===== src/vca_pkg.sv =====
// Shared types and constants for the voice channel allocator.
// Used by vca_table, vca_cmp and voice_channel_allocator_unit; depends on nothing.
package vca_pkg;

    // Field widths fixed by the request and result words.
    localparam int REQ_W   = 2;
    localparam int ENT_W   = 16;
    localparam int SLOT_W  = 8;
    localparam int TIME_W  = 32;
    localparam int RIDX_W  = 6;
    localparam int CHIDX_W = 6;

    // Configuration registers.
    localparam int CFG_IDX_W  = 2;
    localparam int CFG_DATA_W = 64;
    localparam int CIU_W      = 7;
    localparam int MASK_BITS  = 64;

    localparam logic [CFG_IDX_W-1:0] CFG_CHANNELS_IN_USE = 2'd0;
    localparam logic [CFG_IDX_W-1:0] CFG_RESERVED_MASK   = 2'd1;

    localparam logic [CIU_W-1:0] CIU_RESET = 7'd64;

    // Request codes.
    localparam logic [REQ_W-1:0] REQ_ALLOC       = 2'd0;
    localparam logic [REQ_W-1:0] REQ_RELEASE     = 2'd1;
    localparam logic [REQ_W-1:0] REQ_RELEASE_ALL = 2'd2;

    // One channel's owner record as kept in the table memory.
    typedef struct packed {
        logic [ENT_W-1:0]  owner;
        logic [SLOT_W-1:0] slot;
        logic [TIME_W-1:0] start;
    } t_chan_rec;

    // Verdict of the compare unit on one channel.
    typedef struct packed {
        logic take;   // free channel or same owner and slot: stop the scan here
        logic older;  // active channel that started before the oldest seen so far
    } t_cmp_res;

endpackage


===== src/vca_table.sv =====
// Channel owner table: owner entity, slot and start time per channel.
// One write port and one registered read port; uses vca_pkg.
module vca_table
    import vca_pkg::*;
#(
    parameter int NUM_CHANNELS = 64
) (
    input  logic                            i_clk,
    input  logic                            i_we,
    input  logic [$clog2(NUM_CHANNELS)-1:0] i_waddr,
    input  t_chan_rec                       i_wdata,
    input  logic [$clog2(NUM_CHANNELS)-1:0] i_raddr,
    output t_chan_rec                       o_rdata
);

    t_chan_rec r_mem [NUM_CHANNELS];
    t_chan_rec r_rdata;

    // Write when a channel is granted; read one entry every cycle.
    always_ff @(posedge i_clk) begin
        if (i_we) begin
            r_mem[i_waddr] <= i_wdata;
        end
        r_rdata <= r_mem[i_raddr];
    end

    assign o_rdata = r_rdata;

endmodule


===== src/vca_cmp.sv =====
// Shared compare unit: judges one channel entry against the pending request.
// Uses the record and verdict types of vca_pkg.
module vca_cmp
    import vca_pkg::*;
(
    input  t_chan_rec         i_rec,
    input  logic              i_active,
    input  logic              i_reserved,
    input  logic [ENT_W-1:0]  i_ent,
    input  logic [SLOT_W-1:0] i_slot,
    input  logic [TIME_W-1:0] i_oldest,
    output t_cmp_res          o_res
);

    logic owner_match;

    // A zero slot never claims an existing sound.
    assign owner_match = (i_slot != '0) && (i_rec.owner == i_ent) && (i_rec.slot == i_slot);

    // Reserved channels are never candidates.
    always_comb begin
        o_res.take  = !i_reserved && (!i_active || owner_match);
        o_res.older = !i_reserved && i_active && (i_rec.start < i_oldest);
    end

endmodule


===== src/voice_channel_allocator_unit.sv =====
// Top level of the voice channel allocator: scan sequencer, active flags, result word.
// Depends on vca_pkg, vca_table and vca_cmp.
//
//  Channel   Handshake          Ports
//  -------   ----------------   -------------------------------------------------
//  request   start && !busy     i_req_type i_owner_entity i_owner_slot
//                               i_current_time i_release_index
//  result    o_done (1 cycle)   o_granted o_channel_index o_stolen
//  config    i_cfg_we           i_cfg_idx i_cfg_data
//
// Release, release-all and unused requests finish at the accepting edge; their result word
// shows in the next cycle and busy stays low. An allocate walks the owner table one entry
// a cycle through its single read port and the compare unit, up to the scan length; a free
// or matching channel ends the scan early.
// Synchronous active-low reset clears the active flags, restores the reset configuration and idles the sequencer.
// The receiver cannot stall: each result word is valid for exactly one cycle.
module voice_channel_allocator_unit
    import vca_pkg::*;
#(
    parameter int NUM_CHANNELS = 64
) (
    input  logic                  i_clk,
    input  logic                  i_rst_n,
    input  logic                  start,
    output logic                  busy,
    input  logic [REQ_W-1:0]      i_req_type,
    input  logic [ENT_W-1:0]      i_owner_entity,
    input  logic [SLOT_W-1:0]     i_owner_slot,
    input  logic [TIME_W-1:0]     i_current_time,
    input  logic [RIDX_W-1:0]     i_release_index,
    input  logic                  i_cfg_we,
    input  logic [CFG_IDX_W-1:0]  i_cfg_idx,
    input  logic [CFG_DATA_W-1:0] i_cfg_data,
    output logic                  o_done,
    output logic                  o_granted,
    output logic [CHIDX_W-1:0]    o_channel_index,
    output logic                  o_stolen
);

    localparam int IW = $clog2(NUM_CHANNELS);
    localparam int CW = IW + 1;
    localparam int LW = (CW > CIU_W) ? CW : CIU_W;
    localparam int EW = ((IW > RIDX_W) ? IW : RIDX_W) + 1;

    localparam logic [1:0] ST_IDLE   = 2'd0;
    localparam logic [1:0] ST_SCAN   = 2'd1;
    localparam logic [1:0] ST_COMMIT = 2'd2;

    logic [1:0]              r_state;
    logic [CIU_W-1:0]        r_ciu;
    logic [MASK_BITS-1:0]    r_resv_mask;
    logic [NUM_CHANNELS-1:0] r_active;

    // Latched request word.
    logic [ENT_W-1:0]        r_ent;
    logic [SLOT_W-1:0]       r_slot;
    logic [TIME_W-1:0]       r_now;

    // Scan state.
    logic [CW-1:0]           r_idx;
    logic                    r_chk_vld;
    logic [IW-1:0]           r_chk_idx;
    logic [TIME_W-1:0]       r_oldest;
    logic [IW-1:0]           r_pick;
    logic                    r_found;

    // Result word.
    logic                    r_done;
    logic                    r_granted;
    logic [CHIDX_W-1:0]      r_chan;
    logic                    r_stolen;

    logic                    accept;
    logic [CW-1:0]           limit;
    logic                    issue;
    logic [EW-1:0]           chk_ext;
    logic                    chk_resv;
    logic                    rel_in_range;
    logic                    tbl_we;
    t_chan_rec               tbl_wdata;
    t_chan_rec               tbl_rdata;
    t_cmp_res                cmp_res;

    assign busy   = (r_state != ST_IDLE);
    assign accept = start && !busy;

    // Scan length saturates at the table size.
    assign limit = (LW'(r_ciu) > LW'(NUM_CHANNELS)) ? CW'(NUM_CHANNELS) : CW'(r_ciu);
    assign issue = (r_idx < limit);

    // Only the first 64 channels have a reserve bit.
    assign chk_ext  = EW'(r_chk_idx);
    assign chk_resv = (chk_ext < EW'(MASK_BITS)) && r_resv_mask[chk_ext[RIDX_W-1:0]];

    assign rel_in_range = (LW'(i_release_index) < LW'(NUM_CHANNELS));

    // Table write when an allocate is granted.
    assign tbl_we          = (r_state == ST_COMMIT) && r_found;
    assign tbl_wdata.owner = r_ent;
    assign tbl_wdata.slot  = r_slot;
    assign tbl_wdata.start = r_now;

    vca_table #(
        .NUM_CHANNELS (NUM_CHANNELS)
    ) u_table (
        .i_clk   (i_clk),
        .i_we    (tbl_we),
        .i_waddr (r_pick),
        .i_wdata (tbl_wdata),
        .i_raddr (r_idx[IW-1:0]),
        .o_rdata (tbl_rdata)
    );

    vca_cmp u_cmp (
        .i_rec      (tbl_rdata),
        .i_active   (r_active[r_chk_idx]),
        .i_reserved (chk_resv),
        .i_ent      (r_ent),
        .i_slot     (r_slot),
        .i_oldest   (r_oldest),
        .o_res      (cmp_res)
    );

    // Configuration registers.
    always_ff @(posedge i_clk) begin
        if (!i_rst_n) begin
            r_ciu       <= CIU_RESET;
            r_resv_mask <= '0;
        end else if (i_cfg_we) begin
            case (i_cfg_idx)
                CFG_CHANNELS_IN_USE: r_ciu       <= i_cfg_data[CIU_W-1:0];
                CFG_RESERVED_MASK:   r_resv_mask <= i_cfg_data;
                default:             r_ciu       <= r_ciu;
            endcase
        end
    end

    // Sequencer, active flags and result word.
    always_ff @(posedge i_clk) begin
        if (!i_rst_n) begin
            r_state   <= ST_IDLE;
            r_active  <= '0;
            r_done    <= 1'b0;
            r_chk_vld <= 1'b0;
            r_found   <= 1'b0;
        end else begin
            r_done <= 1'b0;
            case (r_state)
                ST_IDLE: begin
                    if (accept) begin
                        r_ent     <= i_owner_entity;
                        r_slot    <= i_owner_slot;
                        r_now     <= i_current_time;
                        r_oldest  <= i_current_time;
                        r_idx     <= '0;
                        r_chk_vld <= 1'b0;
                        r_found   <= 1'b0;
                        r_pick    <= '0;
                        r_granted <= 1'b0;
                        r_chan    <= '0;
                        r_stolen  <= 1'b0;
                        case (i_req_type)
                            REQ_ALLOC: begin
                                r_state <= ST_SCAN;
                            end
                            REQ_RELEASE: begin
                                if (rel_in_range) begin
                                    r_active[IW'(i_release_index)] <= 1'b0;
                                end
                                r_done <= 1'b1;
                            end
                            REQ_RELEASE_ALL: begin
                                r_active <= '0;
                                r_done   <= 1'b1;
                            end
                            default: begin
                                r_done <= 1'b1;
                            end
                        endcase
                    end
                end
                ST_SCAN: begin
                    // Issue the next table read.
                    r_chk_vld <= issue;
                    r_chk_idx <= r_idx[IW-1:0];
                    if (issue) begin
                        r_idx <= r_idx + CW'(1);
                    end
                    // Judge the entry whose data has arrived.
                    if (r_chk_vld && cmp_res.take) begin
                        r_pick  <= r_chk_idx;
                        r_found <= 1'b1;
                        r_state <= ST_COMMIT;
                    end else begin
                        if (r_chk_vld && cmp_res.older) begin
                            r_oldest <= tbl_rdata.start;
                            r_pick   <= r_chk_idx;
                            r_found  <= 1'b1;
                        end
                        if (!issue && !r_chk_vld) begin
                            r_state <= ST_COMMIT;
                        end
                    end
                end
                ST_COMMIT: begin
                    if (r_found) begin
                        r_granted        <= 1'b1;
                        r_chan           <= CHIDX_W'(r_pick);
                        r_stolen         <= r_active[r_pick];
                        r_active[r_pick] <= 1'b1;
                    end
                    r_done  <= 1'b1;
                    r_state <= ST_IDLE;
                end
                default: begin
                    r_state <= ST_IDLE;
                end
            endcase
        end
    end

    assign o_done          = r_done;
    assign o_granted       = r_granted;
    assign o_channel_index = r_chan;
    assign o_stolen        = r_stolen;

    // A word that is not a grant carries no channel and no steal.
    a_miss_clean: assert property (@(posedge i_clk) disable iff (!i_rst_n)
        (o_done && !o_granted) |-> (o_channel_index == '0) && !o_stolen)
        else $error("miss or release word carries a channel");

    // The scan pointer never runs past the scan length.
    a_scan_bound: assert property (@(posedge i_clk) disable iff (!i_rst_n)
        (r_state == ST_SCAN) |-> (r_idx <= limit))
        else $error("scan pointer past the scan length");

    // A granted channel is marked active when its word is shown.
    a_grant_active: assert property (@(posedge i_clk) disable iff (!i_rst_n)
        (o_done && o_granted) |-> r_active[r_pick])
        else $error("granted channel not active");

    // Every accepted word either starts a scan or is answered next cycle.
    a_accept_progress: assert property (@(posedge i_clk) disable iff (!i_rst_n)
        (i_rst_n && accept) |=> (busy || o_done))
        else $error("accepted word neither scanning nor answered");

endmodule


===== config.mk =====
export PLATFORM = sky130hd
export DESIGN_NAME = voice_channel_allocator_unit
export DESIGN_NICKNAME = d
export VERILOG_FILES = /design/src/vca_pkg.sv /design/src/vca_table.sv /design/src/vca_cmp.sv /design/src/voice_channel_allocator_unit.sv
export SDC_FILE = /design/constraint.sdc
export NUM_CORES = 2
export LEC_CHECK = 0
export BUFFER_PORTS_ARGS = -buffer_cell sky130_fd_sc_hd__buf_2
export CAP_MARGIN = 15
export CELL_PAD_IN_SITES_DETAIL_PLACEMENT = 1
export CELL_PAD_IN_SITES_GLOBAL_PLACEMENT = 1
export CORE_MARGIN = 5
export CORE_UTILIZATION = 35
export DETAILED_ROUTE_END_ITERATION = 7
export PLACE_DENSITY_LB_ADDON = 0.08
export SLEW_MARGIN = 20
export SYNTH_ARGS = -nofsm -noshare
export SYNTH_HDL_FRONTEND = slang
export SYNTH_SLANG_ARGS = --single-unit

===== constraint.sdc =====
create_clock -name i_clk -period 4.6 [get_ports i_clk]
set_clock_uncertainty 0.1 [all_clocks]
set_input_delay 0.69 -clock i_clk [delete_from_list [all_inputs] [get_ports i_clk]]
set_output_delay 0.69 -clock i_clk [all_outputs]
set_load 0.005 [all_outputs]

# ---- Word level (Yosys, flattened, before mapping)
# Memories as Yosys holds them, arrays and structs flattened. A register that Yosys moved wholly into a read port is not among the register bits.
# Index checks and enable logic that the tools add are counted.
dict set report op_classes {
  n_addsub 1
  mul 0
  div_mod_pow 0
  order_cmp 9
  n_eq_ne 16
  shift 0
  n_mux 47
  bitwise 3
  n_reduce_logical 38
}
# operator n
set ops {}
lappend ops {{$pmux 64 s2} 2}
lappend ops {{$mux 64} 2}
lappend ops {{$mux 32} 3}
lappend ops {{$and 64x64->64} 1}
lappend ops {{$not 64->64} 1}
lappend ops {{$or 64x64->64} 1}
lappend ops {{$pmux 32 s2} 1}
lappend ops {{$lt 32x32->1} 1}
lappend ops {{$lt 6x7->1 const B} 4}
lappend ops {{$mux 6} 4}
lappend ops {{$pmux 6 s2} 2}
lappend ops {{$mux 7} 3}
lappend ops {{$bmux 1 s6} 3}
lappend ops {{$eq 16x16->1} 1}
lappend ops {{$reduce_and 4->1} 4}
lappend ops {{$mux 1} 14}
lappend ops {{$pmux 7 s2} 1}
lappend ops {{$logic_and 1x1->1} 13}
lappend ops {{$demux 1 s6} 2}
lappend ops {{$ge 6x1->1 const B} 2}
lappend ops {{$ne 2x2->1 const B} 5}
lappend ops {{$pmux 1 s2} 5}
lappend ops {{$reduce_and 3->1} 3}
lappend ops {{$eq 8x8->1} 1}
lappend ops {{17 further kinds} 35}
dict set report word_totals {
  ff_bits 255
  latch_bits 0
  mem_bits_rw 3584
  rom_bits 0
  output_inout_bits 10
  word_cells 132
  n_memories 1
}
# memory words word_bits rd rd_ports_with_merged_regs write_ports line_no
set mem_list {}
lappend mem_list {u_table.r_mem 64 56 1 1 1 vca_table.sv:16} ;# t_chan_rec r_mem [NUM_CHANNELS];

# ---- Depth between registers and ports, before layout
dict set report depth {
  depth_word 10
  mapped_depth 10
  depth_no_buf 9
}

# ---- Cells and area by module
# A second synthesis with hierarchy kept.
dict set report unflattened {
  cells_unflattened 7259
  area_unflattened_um2 149951.3
}
# mod instances cells_per_inst area_each_um2 seq_area_each_um2
set by_module_without_submodules {}
lappend by_module_without_submodules {vca_table 1 5949 136962.6 108744.3}
lappend by_module_without_submodules {voice_channel_allocator_unit 1 1165 11921.4 6256.0}
lappend by_module_without_submodules {vca_cmp 1 145 1067.3 0.0}

# ---- Worst setup path before layout
# Ideal clock, no wire load.
dict set report synth_path {
  path_type {register to register}
  startpoint {register r_pick[1]}
  endpoint {memory u_table.r_mem[18][0] (netlist name), enable pin}
  setup_ns 0.472
  arrival_time_ns 4.095
  required_time_ns 4.028
  setup_slack_ns -0.067
  stages_incl_launch_ff 7
  path_buffers 3
  period_less_slack_ns 4.667
  path_cell_list {edfxtp_1 > clkbuf_1 > clkbuf_1 > buf_1 > and3_1 > nand2_1 > nor2_1}
}
# item line_no
set synth_lines {}
lappend synth_lines {{from (decl)} voice_channel_allocator_unit.sv:64} ;# logic [IW-1:0] r_pick;
lappend synth_lines {{from (signal assigned)} voice_channel_allocator_unit.sv:191} ;# r_pick <= r_chk_idx;
lappend synth_lines {{from (signal assigned)} voice_channel_allocator_unit.sv:197} ;# r_pick <= r_chk_idx;
lappend synth_lines {{to (decl)} vca_table.sv:16}
# Straight into the memory's write port.

# ---- Worst setup path after layout
dict set report layout_path {
  startpoint {register r_ent[2]}
  endpoint {register r_pick[1], enable pin}
}
dict set report layout_via {
  elab_chain_cells 8
}
# item line_no
set layout_rtl {}
lappend layout_rtl {{from (decl)} voice_channel_allocator_unit.sv:55} ;# logic [ENT_W-1:0] r_ent;
lappend layout_rtl {{from (signal assigned)} voice_channel_allocator_unit.sv:151} ;# r_ent <= i_owner_entity;
lappend layout_rtl {{$eq 16x16->1} vca_cmp.sv:18} ;# assign owner_match = (i_slot != '0) && (i_rec.owner == i_ent) && (i_rec.slot == i_slot);
lappend layout_rtl {{$logic_and 1x1->1 (2 in a row)} vca_cmp.sv:18}
lappend layout_rtl {{$logic_or 1x1->1} vca_cmp.sv:22} ;# o_res.take = !i_reserved && (!i_active || owner_match);
lappend layout_rtl {{$logic_and 1x1->1} vca_cmp.sv:22}
lappend layout_rtl {{$logic_and 1x1->1} voice_channel_allocator_unit.sv:190} ;# if (r_chk_vld && cmp_res.take) begin
lappend layout_rtl {{$ne 3x3->1 (no line)} n/a}
lappend layout_rtl {{$reduce_and 4->1 (no line)} n/a}
# No other way between the ends.
# A chain may end at the register's enable or synchronous reset.

==> out/summary.txt <==
Post-Layout Cell Count = 13300
Die H = 664 um
Register area share after synthesis = 0.769
Placed Instances = 12400
#FFs+latches synth = 3895
Starting density of the core = 0.351
Max Cap Viol = 0
Async SR Flop Fraction = 0
RD Place Congestion = 0.797
Final wirelength = 488 mm
Synthesized instance count = 6482
WHS = 0.170 ns
Largest stage delay on the critical path = 0.66 ns
Final nets = 7398
Die width = 664 um
First-pass GRT wire length = 668 mm
# rows = 240
Max Buffers Root-to-Sink = 4
Share of cells above drive strength 1 = 0.323
# DRC = 0
Hold WC Path Type = input pin to flip-flop
Final period utilization = 0.880
1st-iter DRT viols = 7706
IO buf count = 143
Most used DFF post-synth = edfxtp_1
CTS tree = done
Tightest Pin Transition = 1.19 ns
Number of unique standard cell types used by synthesis = 53
Slew Limit Fails = 0
Grt met1 use = 0.307
Core ar. = 0.427 mm2
PwrDens = 434 mW/mm2
Post-CTS Setup Inserts = 0
Initial antenna violation count = 28
Clock sink total = 3895
Via count = 73300
Worst-path clk slew = 0.06 ns
Vias in the first global route = 77600
DRT antenna net count = 0
Yosys warnings = 0
Worst setup SP type = flip-flop
Synthesized cell area = 0.150 mm2
Period minus WS final = 4.05 ns
Vias per Instance = 5.51
CP Max Fanout = 15
Syn nets = 6654
DIE AREA = 0.441 mm2
Ports = 144
Final setup violation count = 0
Most frequent cells in the layout = edfxtp_1 (3699), mux4_2 (1196), clkbuf_16 (437), nand2_1 (290), buf_4 (233)
Grt peak-use layer = met2
Outcome = finished, final reports clean
Leak = 55.2 nW
Post-DP HPWL = 267 mm
CP bufs+invs = 1
WL/cell = 36.7 um
H-tree depth = 5
Hold Fails Final Rpt = 0
Slew HR = 0.200
Commonest non-fill, non-tap cell in the layout = edfxtp_1
M2 GR Usage = 0.365
Fillers = 39100
Tot Pwr = 76.8 mW
Root Driver = clkbuf_16
Peak VDD IR = 0.000323 V
Detailed Routing Iterations Pass 1 = 7
Worst skew pair latency = 0.98 ns
Synthesis-to-finish area growth = 18.3%
Gr ovfl total = 0
Syn_area_per_cell = 23.1 um2
Critical Path RT = 5.08 ns
Crit-path slowest cell = edfxtp_1
Critical path endpoint category = flip-flop
CP top delay family = simple AND/OR/NAND/NOR gates
Arrival time at the worst endpoint = 4.53 ns
CP Class = flip-flop to flip-flop
GRT met3 Usage = 0.0282
TritonCTS buffer count = 434
CP Cell Sequence = xnor2_2, nand4_1, nor4_2, buf_4, a211oi_1, a211o_1, a21oi_1
Fmax = 0.247 GHz
Post-synth EDFFs = 3699
RSZ-0062 raised after global routing = false
Largest net degree at the start of global routing = 109
Global Route Usage Sum = 0.218
[layer usage]
metal  vias up  part of all wire
met3       548             0.047
li1      29100                 -
met1     41600              0.44
met4         0             0.022
met5         -                 0
met2      2062              0.49
[report_power, final]
part           internal, mW  total, mW  switching, mW
logic                  1.46       3.41           1.95
registers              38.8       39.0          0.135
clock network          19.9       34.4           14.5
total                  60.2       76.8           16.6
[cells in the mapped netlist (14+ instances only)]
master    count  area, um2
and2_1       26        163
nor2_1      104        390
mux2i_1      26        260
edfxtp_1   3699     111000
nand2_1     291       1090
ha_1         38        475
buf_1        44        165
xnor2_1      15        131
a21boi_0     86        646
o21ai_0      75        375
mux4_1       14        368
dfxtp_1     196       3920
xor2_1       15        131
inv_1        39        146
a21oi_1      84        420
mux4_2     1196      26900
and3_1       19        119
o21a_1       43        323
clkbuf_1    207        777
buf_2       103        515
[state kept, by name, summed over array words and instances, names as in the netlist, 2 cells and up]
register         cells
r_chk_idx            6
r_state              2
r_oldest            32
u_table.o_rdata     56
o_channel_index      6
r_ciu                7
r_resv_mask         64
r_active            64
r_ent               16
r_pick               6
r_idx                7
r_slot               8
u_table.r_mem     3584
r_now               32
[cells by family (layout without fill, tap and decap cells)]
logic type                 count (synthesis)  in the layout  synth area share
and+or+nand+nor                          528            528            0.0156
other                                      0              7                 0
xor gates and xnor gates                  30             30           0.00176
AOI/OAI and AO/OA                        345            345            0.0147
DFF                                     3895           3895             0.769
muxes                                   1246           1246             0.185
buffers and inverters                    400           1522            0.0112
adders and majority gates                 38             38           0.00318
[worst paths after layout]
| path | from | endpoint | slack, ns | cells past startpoint |
|---|---|---|---|---|
| worst max-delay path | r_ent[2]$_DFFE_PP_ | r_pick[1]$_SDFFCE_PN0P_ | 0.55 | 7 |
| worst min-delay path | i_cfg_idx[1] | r_ciu[6]$_SDFFE_PN1P_ | 0.17 | 4 |
| worst max register to register | r_ent[2]$_DFFE_PP_ | r_pick[1]$_SDFFCE_PN0P_ | 0.55 | 7 |
| worst min register to register | r_resv_mask[22]$_SDFFE_PN0P_ | r_resv_mask[22]$_SDFFE_PN0P_ | 0.36 | 2 |
[cell type report]
| class | count | area, um2 | area share |
|---|---|---|---|
| multi-input combinational | 2187 | 33500 | 0.189 |
| antenna | 7 | 17.5 | 0.0000990 |
| sequential | 3895 | 115000 | 0.650 |
| timing repair buffer | 668 | 7100 | 0.0401 |
| clock buffer | 601 | 12000 | 0.0678 |
| clock inverter | 213 | 2060 | 0.0117 |
| tap | 5687 | 7120 | 0.0402 |
| inverter | 40 | 150 | 0.000848 |
[stage by stage]
stage | utilization | TNS, ns | setup WS, ns | cell area (um2)
6_report | 0.415 | 0 | 0.552 | 177000
5_1_grt | 0.415 | 0 | 0.275 | 177000
4_1_cts | 0.415 | 0 | 0.343 | 177000
3_5_place_dp | 0.379 | 0 | 0.0237 | 162000
3_3_place_gp | 0.379 | 0 | 0.136 | 162000
2_1_floorplan | - | -66.29 | -0.0665 | 150000
[worst register-to-register path: cells and delay by family (launching register included)]
kind | cells | cell delay [ns]
AND/OR/NAND/NOR | 2 | 1.11
flip-flops | 1 | 0.66
XOR/XNOR | 1 | 0.52
buffers and inverters | 1 | 0.30
AO/OA/AOI/OAI | 3 | 0.96
[timing repair]
action                                  4_1_cts  5_1_grt
hold endpoints to repair                    156        0
resized for setup                             1        0
hold buffers                                122        0
endpoints found under the setup margin        5        0
Note: power is estimated with default switching activity, not from simulation.
